<file path="src/design/cr_pkg.sv">
// Shared types and constants for the circle rasterizer.
// No dependencies; imported by every module of the block.
package cr_pkg;

    localparam int COORD_W  = 16;
    localparam int RADIUS_W = 12;
    localparam int ERR_W    = 16;
    localparam int COLOR_W  = 16;

    localparam int DEFAULT_MAX_RADIUS = 4095;
    localparam int DEFAULT_JOB_DEPTH  = 4;

    // Midpoint decision constants
    localparam logic [ERR_W-1:0] ERR_BASE    = 16'd3;
    localparam logic [ERR_W-1:0] ERR_INC_NEG = 16'd6;
    localparam logic [ERR_W-1:0] ERR_INC_POS = 16'd10;

    // Eight mirrored pixels per position
    localparam int PIX_IDX_W = 3;
    localparam logic [PIX_IDX_W-1:0] LAST_PIXEL = 3'd7;

    typedef enum logic {
        OP_START   = 1'b0,
        OP_ADVANCE = 1'b1
    } t_op;

    // One position handed from front to back
    typedef struct packed {
        logic [COORD_W-1:0]  cx;
        logic [COORD_W-1:0]  cy;
        logic [RADIUS_W-1:0] x;
        logic [RADIUS_W-1:0] s;
        logic                done;
    } t_job;

endpackage

</file>
<file path="src/design/circle_rasterizer.sv">
// Top level of the circle rasterizer: front end, job queue, pixel back end.
// Depends on cr_pkg, cr_front, cr_job_fifo, cr_back.
//
// Midpoint circle rasterizer with eight-way mirroring. A start item (op 0)
// loads centre, radius (clamped to MAX_RADIUS) and outline/filled mode and
// produces no pixels. Each advance item (op 1) produces eight pixel items in
// the paint color; last_of_step marks the eighth, and figure_done is set on
// all eight of the advance that completes the circle. Advances with no figure
// in progress are taken and dropped. The front end takes one item per cycle
// while the queue is not full and pushes one job per advance into a
// JOB_DEPTH-entry queue; the back end emits one pixel per cycle while pop
// keeps up, so sustained throughput is set by the single pixel output.
// Pixels pass through the job queue and the back-end output register. full
// follows the job queue. Write paint_color only when the block has drained.
module circle_rasterizer import cr_pkg::*; #(
    parameter int MAX_RADIUS = DEFAULT_MAX_RADIUS,
    parameter int JOB_DEPTH  = DEFAULT_JOB_DEPTH
) (
    input  logic                i_clk,
    input  logic                i_rst_n,
    input  logic                push,
    output logic                full,
    input  logic                i_op,
    input  logic [COORD_W-1:0]  i_center_x,
    input  logic [COORD_W-1:0]  i_center_y,
    input  logic [RADIUS_W-1:0] i_radius,
    input  logic                i_filled,
    input  logic                i_cfg_we,
    input  logic [COLOR_W-1:0]  i_cfg_data,
    output logic                empty,
    input  logic                pop,
    output logic [COORD_W-1:0]  o_pixel_x,
    output logic [COORD_W-1:0]  o_pixel_y,
    output logic [COLOR_W-1:0]  o_color,
    output logic                o_last_of_step,
    output logic                o_figure_done
);

    logic [COLOR_W-1:0] r_paint_color;
    logic               accept;
    logic               job_push, job_pop, job_full, job_empty;
    t_job               job_in, job_head;

    // paint color register
    always_ff @(posedge i_clk) begin
        if (!i_rst_n) begin
            r_paint_color <= '0;
        end else if (i_cfg_we) begin
            r_paint_color <= i_cfg_data;
        end
    end

    assign full   = job_full;
    assign accept = push && !job_full;

    cr_front #(
        .MAX_RADIUS (MAX_RADIUS)
    ) u_front (
        .i_clk      (i_clk),
        .i_rst_n    (i_rst_n),
        .i_accept   (accept),
        .i_op       (i_op),
        .i_center_x (i_center_x),
        .i_center_y (i_center_y),
        .i_radius   (i_radius),
        .i_filled   (i_filled),
        .o_job_push (job_push),
        .o_job      (job_in)
    );

    cr_job_fifo #(
        .DEPTH (JOB_DEPTH)
    ) u_queue (
        .i_clk   (i_clk),
        .i_rst_n (i_rst_n),
        .i_push  (job_push),
        .i_data  (job_in),
        .i_pop   (job_pop),
        .o_data  (job_head),
        .o_full  (job_full),
        .o_empty (job_empty)
    );

    cr_back u_back (
        .i_clk          (i_clk),
        .i_rst_n        (i_rst_n),
        .i_job          (job_head),
        .i_job_empty    (job_empty),
        .o_job_pop      (job_pop),
        .i_color        (r_paint_color),
        .i_pop          (pop),
        .o_empty        (empty),
        .o_pixel_x      (o_pixel_x),
        .o_pixel_y      (o_pixel_y),
        .o_color        (o_color),
        .o_last_of_step (o_last_of_step),
        .o_figure_done  (o_figure_done)
    );

endmodule

</file>
<file path="src/design/cr_front.sv">
// Front end: takes items, holds the circle stepping state, and emits one job
// per advance taken while a figure is in progress. Depends on cr_pkg.
module cr_front import cr_pkg::*; #(
    parameter int MAX_RADIUS = DEFAULT_MAX_RADIUS
) (
    input  logic                i_clk,
    input  logic                i_rst_n,
    input  logic                i_accept,
    input  logic                i_op,
    input  logic [COORD_W-1:0]  i_center_x,
    input  logic [COORD_W-1:0]  i_center_y,
    input  logic [RADIUS_W-1:0] i_radius,
    input  logic                i_filled,
    output logic                o_job_push,
    output t_job                o_job
);

    localparam logic [RADIUS_W-1:0] MAX_R = RADIUS_W'(MAX_RADIUS);

    logic [COORD_W-1:0]  r_cx, n_cx;
    logic [COORD_W-1:0]  r_cy, n_cy;
    logic [RADIUS_W-1:0] r_step_x, n_step_x;
    logic [RADIUS_W-1:0] r_step_y, n_step_y;
    logic [ERR_W-1:0]    r_err, n_err;
    logic [RADIUS_W-1:0] r_span, n_span;
    logic                r_fill, n_fill;
    logic                r_busy, n_busy;

    logic [RADIUS_W-1:0]   radius_c;
    logic [RADIUS_W:0]     x_inc;
    logic signed [RADIUS_W+1:0] xs, ys;
    logic [ERR_W-1:0]      x4, y4, err_step;
    logic [RADIUS_W-1:0]   s_val;
    logic                  do_step, step_done, advance;

    always_comb begin
        radius_c = (i_radius > MAX_R) ? MAX_R : i_radius;
        x_inc    = {1'b0, r_step_x} + {{RADIUS_W{1'b0}}, 1'b1};
        x4       = ERR_W'({x_inc, 2'b00});
        y4       = ERR_W'({r_step_y, 2'b00});
        xs       = signed'({1'b0, x_inc});
        if (r_err[ERR_W-1]) begin
            err_step = r_err + x4 + ERR_INC_NEG;
            ys       = signed'({2'b00, r_step_y});
        end else begin
            err_step = r_err + ERR_INC_POS + x4 - y4;
            ys       = signed'({2'b00, r_step_y}) - 14'sd1;
        end
        step_done = xs > ys;
        // filled mode walks the span rows before taking the next circle step
        do_step   = !(r_fill && (r_span < r_step_y));
        s_val     = r_fill ? r_span : r_step_y;
        advance   = i_accept && (i_op == OP_ADVANCE) && r_busy;

        n_cx     = r_cx;
        n_cy     = r_cy;
        n_step_x = r_step_x;
        n_step_y = r_step_y;
        n_err    = r_err;
        n_span   = r_span;
        n_fill   = r_fill;
        n_busy   = r_busy;

        if (i_accept && (i_op == OP_START)) begin
            n_cx     = i_center_x;
            n_cy     = i_center_y;
            n_fill   = i_filled;
            n_step_x = '0;
            n_step_y = radius_c;
            n_err    = ERR_BASE - ERR_W'({radius_c, 1'b0});
            n_span   = '0;
            n_busy   = 1'b1;
        end else if (advance) begin
            if (do_step) begin
                n_step_x = x_inc[RADIUS_W-1:0];
                n_step_y = ys[RADIUS_W-1:0];
                n_err    = err_step;
                n_span   = x_inc[RADIUS_W-1:0];
                if (step_done) begin
                    n_busy = 1'b0;
                end
            end else begin
                n_span = r_span + {{(RADIUS_W-1){1'b0}}, 1'b1};
            end
        end
    end

    always_comb begin
        o_job_push = advance;
        o_job.cx   = r_cx;
        o_job.cy   = r_cy;
        o_job.x    = r_step_x;
        o_job.s    = s_val;
        o_job.done = do_step && step_done;
    end

    always_ff @(posedge i_clk) begin
        if (!i_rst_n) begin
            r_cx     <= '0;
            r_cy     <= '0;
            r_step_x <= '0;
            r_step_y <= '0;
            r_err    <= '0;
            r_span   <= '0;
            r_fill   <= 1'b0;
            r_busy   <= 1'b0;
        end else begin
            r_cx     <= n_cx;
            r_cy     <= n_cy;
            r_step_x <= n_step_x;
            r_step_y <= n_step_y;
            r_err    <= n_err;
            r_span   <= n_span;
            r_fill   <= n_fill;
            r_busy   <= n_busy;
        end
    end

endmodule

</file>
<file path="src/design/cr_job_fifo.sv">
// Short job queue between front and back ends.
// Depends on cr_pkg (t_job).
module cr_job_fifo import cr_pkg::*; #(
    parameter int DEPTH = DEFAULT_JOB_DEPTH
) (
    input  logic i_clk,
    input  logic i_rst_n,
    input  logic i_push,
    input  t_job i_data,
    input  logic i_pop,
    output t_job o_data,
    output logic o_full,
    output logic o_empty
);

    localparam int PTR_W = (DEPTH > 1) ? $clog2(DEPTH) : 1;
    localparam int CNT_W = $clog2(DEPTH + 1);
    localparam logic [PTR_W-1:0] LAST_SLOT = PTR_W'(DEPTH - 1);

    t_job             r_mem [DEPTH];
    logic [PTR_W-1:0] r_wr_ptr, n_wr_ptr;
    logic [PTR_W-1:0] r_rd_ptr, n_rd_ptr;
    logic [CNT_W-1:0] r_count, n_count;
    logic             do_push, do_pop;

    always_comb begin
        o_full   = (r_count == CNT_W'(DEPTH));
        o_empty  = (r_count == '0);
        do_push  = i_push && !o_full;
        do_pop   = i_pop && !o_empty;
        n_wr_ptr = r_wr_ptr;
        n_rd_ptr = r_rd_ptr;
        n_count  = r_count;
        if (do_push) begin
            n_wr_ptr = (r_wr_ptr == LAST_SLOT) ? '0 : r_wr_ptr + 1'b1;
        end
        if (do_pop) begin
            n_rd_ptr = (r_rd_ptr == LAST_SLOT) ? '0 : r_rd_ptr + 1'b1;
        end
        if (do_push && !do_pop) begin
            n_count = r_count + 1'b1;
        end else if (do_pop && !do_push) begin
            n_count = r_count - 1'b1;
        end
        o_data = r_mem[r_rd_ptr];
    end

    always_ff @(posedge i_clk) begin
        if (do_push) begin
            r_mem[r_wr_ptr] <= i_data;
        end
    end

    always_ff @(posedge i_clk) begin
        if (!i_rst_n) begin
            r_wr_ptr <= '0;
            r_rd_ptr <= '0;
            r_count  <= '0;
        end else begin
            r_wr_ptr <= n_wr_ptr;
            r_rd_ptr <= n_rd_ptr;
            r_count  <= n_count;
        end
    end

endmodule

</file>
<file path="src/design/cr_back.sv">
// Back end: walks the eight mirrored pixels of the head job into an output
// register. Depends on cr_pkg.
module cr_back import cr_pkg::*; (
    input  logic               i_clk,
    input  logic               i_rst_n,
    input  t_job               i_job,
    input  logic               i_job_empty,
    output logic               o_job_pop,
    input  logic [COLOR_W-1:0] i_color,
    input  logic               i_pop,
    output logic               o_empty,
    output logic [COORD_W-1:0] o_pixel_x,
    output logic [COORD_W-1:0] o_pixel_y,
    output logic [COLOR_W-1:0] o_color,
    output logic               o_last_of_step,
    output logic               o_figure_done
);

    logic [PIX_IDX_W-1:0] r_k;
    logic                 r_out_valid;
    logic [COORD_W-1:0]   r_px, r_py;
    logic [COLOR_W-1:0]   r_color;
    logic                 r_last, r_done;

    logic [COORD_W-1:0]   x16, s16, px_p, px_m, ps_p, ps_m, py_p, py_m, qs_p, qs_m;
    logic [COORD_W-1:0]   n_px, n_py;
    logic                 load;

    always_comb begin
        x16  = COORD_W'(i_job.x);
        s16  = COORD_W'(i_job.s);
        px_p = i_job.cx + x16;
        px_m = i_job.cx - x16;
        ps_p = i_job.cx + s16;
        ps_m = i_job.cx - s16;
        py_p = i_job.cy + x16;
        py_m = i_job.cy - x16;
        qs_p = i_job.cy + s16;
        qs_m = i_job.cy - s16;
        unique case (r_k)
            3'd0:    begin n_px = px_p; n_py = qs_p; end
            3'd1:    begin n_px = px_m; n_py = qs_p; end
            3'd2:    begin n_px = ps_m; n_py = py_p; end
            3'd3:    begin n_px = ps_m; n_py = py_m; end
            3'd4:    begin n_px = px_m; n_py = qs_m; end
            3'd5:    begin n_px = px_p; n_py = qs_m; end
            3'd6:    begin n_px = ps_p; n_py = py_m; end
            default: begin n_px = ps_p; n_py = py_p; end
        endcase
        load      = !i_job_empty && (!r_out_valid || i_pop);
        o_job_pop = load && (r_k == LAST_PIXEL);
    end

    always_ff @(posedge i_clk) begin
        if (load) begin
            r_px    <= n_px;
            r_py    <= n_py;
            r_color <= i_color;
            r_last  <= (r_k == LAST_PIXEL);
            r_done  <= i_job.done;
        end
    end

    always_ff @(posedge i_clk) begin
        if (!i_rst_n) begin
            r_k         <= '0;
            r_out_valid <= 1'b0;
        end else begin
            if (load) begin
                r_k         <= r_k + 1'b1;
                r_out_valid <= 1'b1;
            end else if (i_pop) begin
                r_out_valid <= 1'b0;
            end
        end
    end

    assign o_empty        = !r_out_valid;
    assign o_pixel_x      = r_px;
    assign o_pixel_y      = r_py;
    assign o_color        = r_color;
    assign o_last_of_step = r_last;
    assign o_figure_done  = r_done;

endmodule
</file>
<file path="config.mk">
export PLATFORM = sky130hd
export DESIGN_NAME = circle_rasterizer
export DESIGN_NICKNAME = d
export VERILOG_FILES = /design/src/design/cr_pkg.sv /design/src/design/circle_rasterizer.sv /design/src/design/cr_front.sv /design/src/design/cr_job_fifo.sv /design/src/design/cr_back.sv
export SDC_FILE = /design/constraint.sdc
export NUM_CORES = 1
export LEC_CHECK = 0
export BUFFER_PORTS_ARGS = -buffer_cell sky130_fd_sc_hd__buf_2
export CAP_MARGIN = 0
export CELL_PAD_IN_SITES_DETAIL_PLACEMENT = 0
export CELL_PAD_IN_SITES_GLOBAL_PLACEMENT = 1
export CORE_MARGIN = 2
export CORE_UTILIZATION = 45
export DETAILED_ROUTE_END_ITERATION = 10
export PLACE_DENSITY_LB_ADDON = 0.1
export SLEW_MARGIN = 20
export SYNTH_ARGS = -nofsm -noshare
export SYNTH_HDL_FRONTEND = slang
export SYNTH_HIERARCHICAL = 1
export SYNTH_SLANG_ARGS = --single-unit
</file>
<file path="constraint.sdc">
create_clock -name i_clk -period 8.2 [get_ports i_clk]
set_input_delay 1.64 -clock i_clk [delete_from_list [all_inputs] [get_ports i_clk]]
set_output_delay 1.64 -clock i_clk [all_outputs]
set_load 0.02 [all_outputs]
</file>
==> flow_summary.yaml <==
critical_path:
  cp_num_cells: 15
  worstSetupPathType: "reg -> reg"
  worstSetupEndpointType: "flip-flop"
  crit_slowest_cell: "dfxtp_4"
  critPathLaunchType: "flip-flop"
  crit_buf_inv: 1
  cp_cell_sequence: "buf_4 > mux4_2 > or4b_1 > nor4_1 > o221ai_1 > o21ai_1 > o211ai_1 > o311ai_0 > ha_1 > a21oi_1 > o21ai_1 > a41o_1 > a311o_1 > a21oi_1 > xnor2_1"
  worstPathMaxFanout: 41
  cp.arrival_ns: 6.11
  cpPeakStageDelay_ns: 0.91
  rr_worst_depth: 15
  required_ns: 8.52
  cp_top_family: "compound AO/OA/AOI/OAI gates"
cells_and_area:
  post-route-util_pct: 51.1
  seqCellArea_um2: 10600
  final_nets: 2044
  fill_cells: 4002
  final_area_um2: 23200
  final_cells: 2474
  drive_gt1_share_pct: 16.1
  syn2layout_area_growth_pct: 12.2
  multi_input_area_um2: 9290
logic_synthesis:
  synth_top_area_cell: "edfxtp_1"
  synth_top_area_share_pct: 40.4
  synthCells: 1741
  yosysWarnings: 6
  yosysSeqAreaShare_pct: 51.4
  yosys-top-cells-area: "edfxtp_1 (40%), dfxtp_1 (11%), ha_1 (7.4%)"
  synth_ff_type: "edfxtp_1"
  synth_area_um2: 20700
  yosysUniqueCellTypes: 94
  syn_nets: 1947
  async_flop_share_pct: 0
  synth-seq-cells: 392
  synth_edf_count: 278
  avgSynthCellArea_um2: 11.9
sta:
  finalSetupTns_ns: 0
  rsz0062_at_grt: "false"
  finalHoldWorstSlack_ns: 0.425
  max_slew_margin_pct: 30.9
  period_minus_slack_ns: 5.79
  clock-skew-final_ns: 0.0345
  fmax_mhz: 173
  tightest_slew_ns: 1.03
  fin_crit_sh_pct: 70.6
  setup_violations: 0
  hold_viol_final: 0
  final_max_slew_viol_count: 0
pwr:
  p_comb_share_pct: 18.3
  seq_power_share_pct: 44.0
  pwr-share-clk_pct: 37.7
  p_int_w: 0.00368
  power_density_nw_per_um2: 219
  ir_drop_mv: 0.134
  p_leak_nw: 8.67
  power.switching_w: 0.00141
  netSwitchingFraction_pct: 27.7
global_route:
  grt_pass1_vias: 13500
  antenna_found_initial: 4
  use_met3_pct: 4.08
  grt_use_met2_pct: 33.1
  grt_max_degree: 91
  grtUsageMet1_pct: 31.5
  grt_pass1_wl_um: 78700
  grt_overflow: 0
  track_usage_pct: 21.6
  busiest_layer: "met2"
detailed_routing:
  routedWlPerCell_um: 20.7
  drc: 0
  first_pass_iters: 5
  wl_um: 51200
  first_iter_violations: 1051
  via_count: 14000
  ant_nets: 0
  routed_via_density: 5.64
cts:
  post_cts_resized: 0
  clockBufferDepth: 3
  clk_latency_ns: 0.59
  cts_tree: "done"
  path_clk_slew_ns: 0.06
  cts_buffers: 43
  cts_hold_buffers: 0
  cts_setup_buffers: 0
  cts_root_buffer: "clkbuf_16"
  clock-sinks: 392
  htreeDepth: 2
floorplan:
  core-area_um2: 45400
  fp-row-count: 78
  die_h_um: 218
  ios: 119
  dieArea_um2: 47700
  start_util_pct: 45.6
  die_w_um: 218
run:
  drv_cap: 0
placed_design:
  placedCellCount: 2393
  gp_congestion: 0.880
  place_area_um2: 21800
  io_buffers: 118
  dpl.hpwl_um: 35600
outcome:
  status: "complete, no violations"
hold_path:
  whs_path_depth: 0
  hp-class: "reg -> reg"
-- layout by cell type (no fill, tap or decap), types with 43 or more instances in the layout --
cell type / Yosys / final
edfxtp_1: 278 / 278
inv_1: 95 / 95
mux4_2: 59 / 59
o21ai_0: 74 / 74
ha_1: 122 / 122
xnor2_1: 70 / 70
nand2_1: 166 / 166
a21oi_1: 67 / 66
clkbuf_16: 0 / 43
buf_2: 13 / 118
dfxtp_1: 114 / 112
nor2_1: 99 / 99
-- synthesized netlist by cell type, types with 22 or more instances --
| library cell | count |
|---|---|
| mux2i_1 | 29 |
| nor2b_1 | 36 |
| nor2_1 | 99 |
| xnor2_1 | 70 |
| a21boi_0 | 36 |
| mux4_2 | 59 |
| a21oi_1 | 67 |
| xor2_1 | 33 |
| nor3_1 | 31 |
| nand2_1 | 166 |
| edfxtp_1 | 278 |
| inv_1 | 95 |
| o21ai_0 | 74 |
| dfxtp_1 | 114 |
| clkbuf_1 | 51 |
| nand3_1 | 29 |
| ha_1 | 122 |
| a21o_1 | 22 |
| a211oi_1 | 24 |
-- cell families after synthesis --
logic type	count (synthesis)	synth area share, %
AND/OR/NAND/NOR	458	10.9
multiplexers	91	7.99
buffers and inverters	182	3.79
XOR/XNOR	105	4.58
flip-flops	392	51.4
adder cells (fa/ha/maj)	141	9.14
AO/OA/AOI/OAI	372	12.2
-- routing by layer --
metal | routed length [um] | part of all wire [%]
met3 | 3160 | 6.2
met5 | 32 | 0.062
met1 | 24300 | 47
met4 | 1020 | 2.0
met2 | 22700 | 44
-- power groups by stage --
stage	Clock, W	Combinational [W]	Sequential, W
4_1_cts	0.00197	0.000932	0.00224
3_5_place_dp	0	0.000925	0.00228
6_report	0.00192	0.000931	0.00224
3_3_place_gp	0	0.000919	0.00228
5_1_grt	0.00204	0.00104	0.00225
2_1_floorplan	0	0.000646	0.00230
-- sequential cells by signal (all words and copies together) (netlist names), 2 cells and up, named ones only --
name              cells
u_queue/r_mem       228
r_paint_color        16
u_back/o_color       16
u_back/o_pixel_x     16
u_back/o_pixel_y     16
u_front/r_cx         16
u_front/r_cy         16
u_front/r_err        15
u_front/r_span       12
u_front/r_step_x     12
u_front/r_step_y     12
u_back/r_k            3
u_queue/r_count       3
u_queue/r_rd_ptr      2
u_queue/r_wr_ptr      2
-- through the flow --
step	setup slack, ns	total power, W
2_1_floorplan	3.39	0.00295
3_3_place_gp	2.50	0.00320
3_5_place_dp	2.43	0.00321
4_1_cts	2.39	0.00514
5_1_grt	1.93	0.00533
6_report	2.41	0.00509
-- area by class of cell --
class | instances | area share [%]
flip-flops and latches | 392 | 45.8
inverters | 98 | 1.59
multi-input cells | 1167 | 40.1
clock inverters | 21 | 0.911
diodes | 1 | 0.0108
clock buffers | 59 | 5.24
well taps | 600 | 3.24
repair buffers | 136 | 3.13
-- final timing paths --
path | start | endpoint | slack, ns
worst max-delay path | flip-flop | u_back/o_pixel_x[13] | 2.41
worst min-delay path | r_paint_color[11] | u_back/o_color[11] | 0.43
worst max register to register | flip-flop | u_back/o_pixel_x[13] | 2.41
worst min register to register | r_paint_color[11] | u_back/o_color[11] | 0.43
Power figures use the tool's default switching activity.
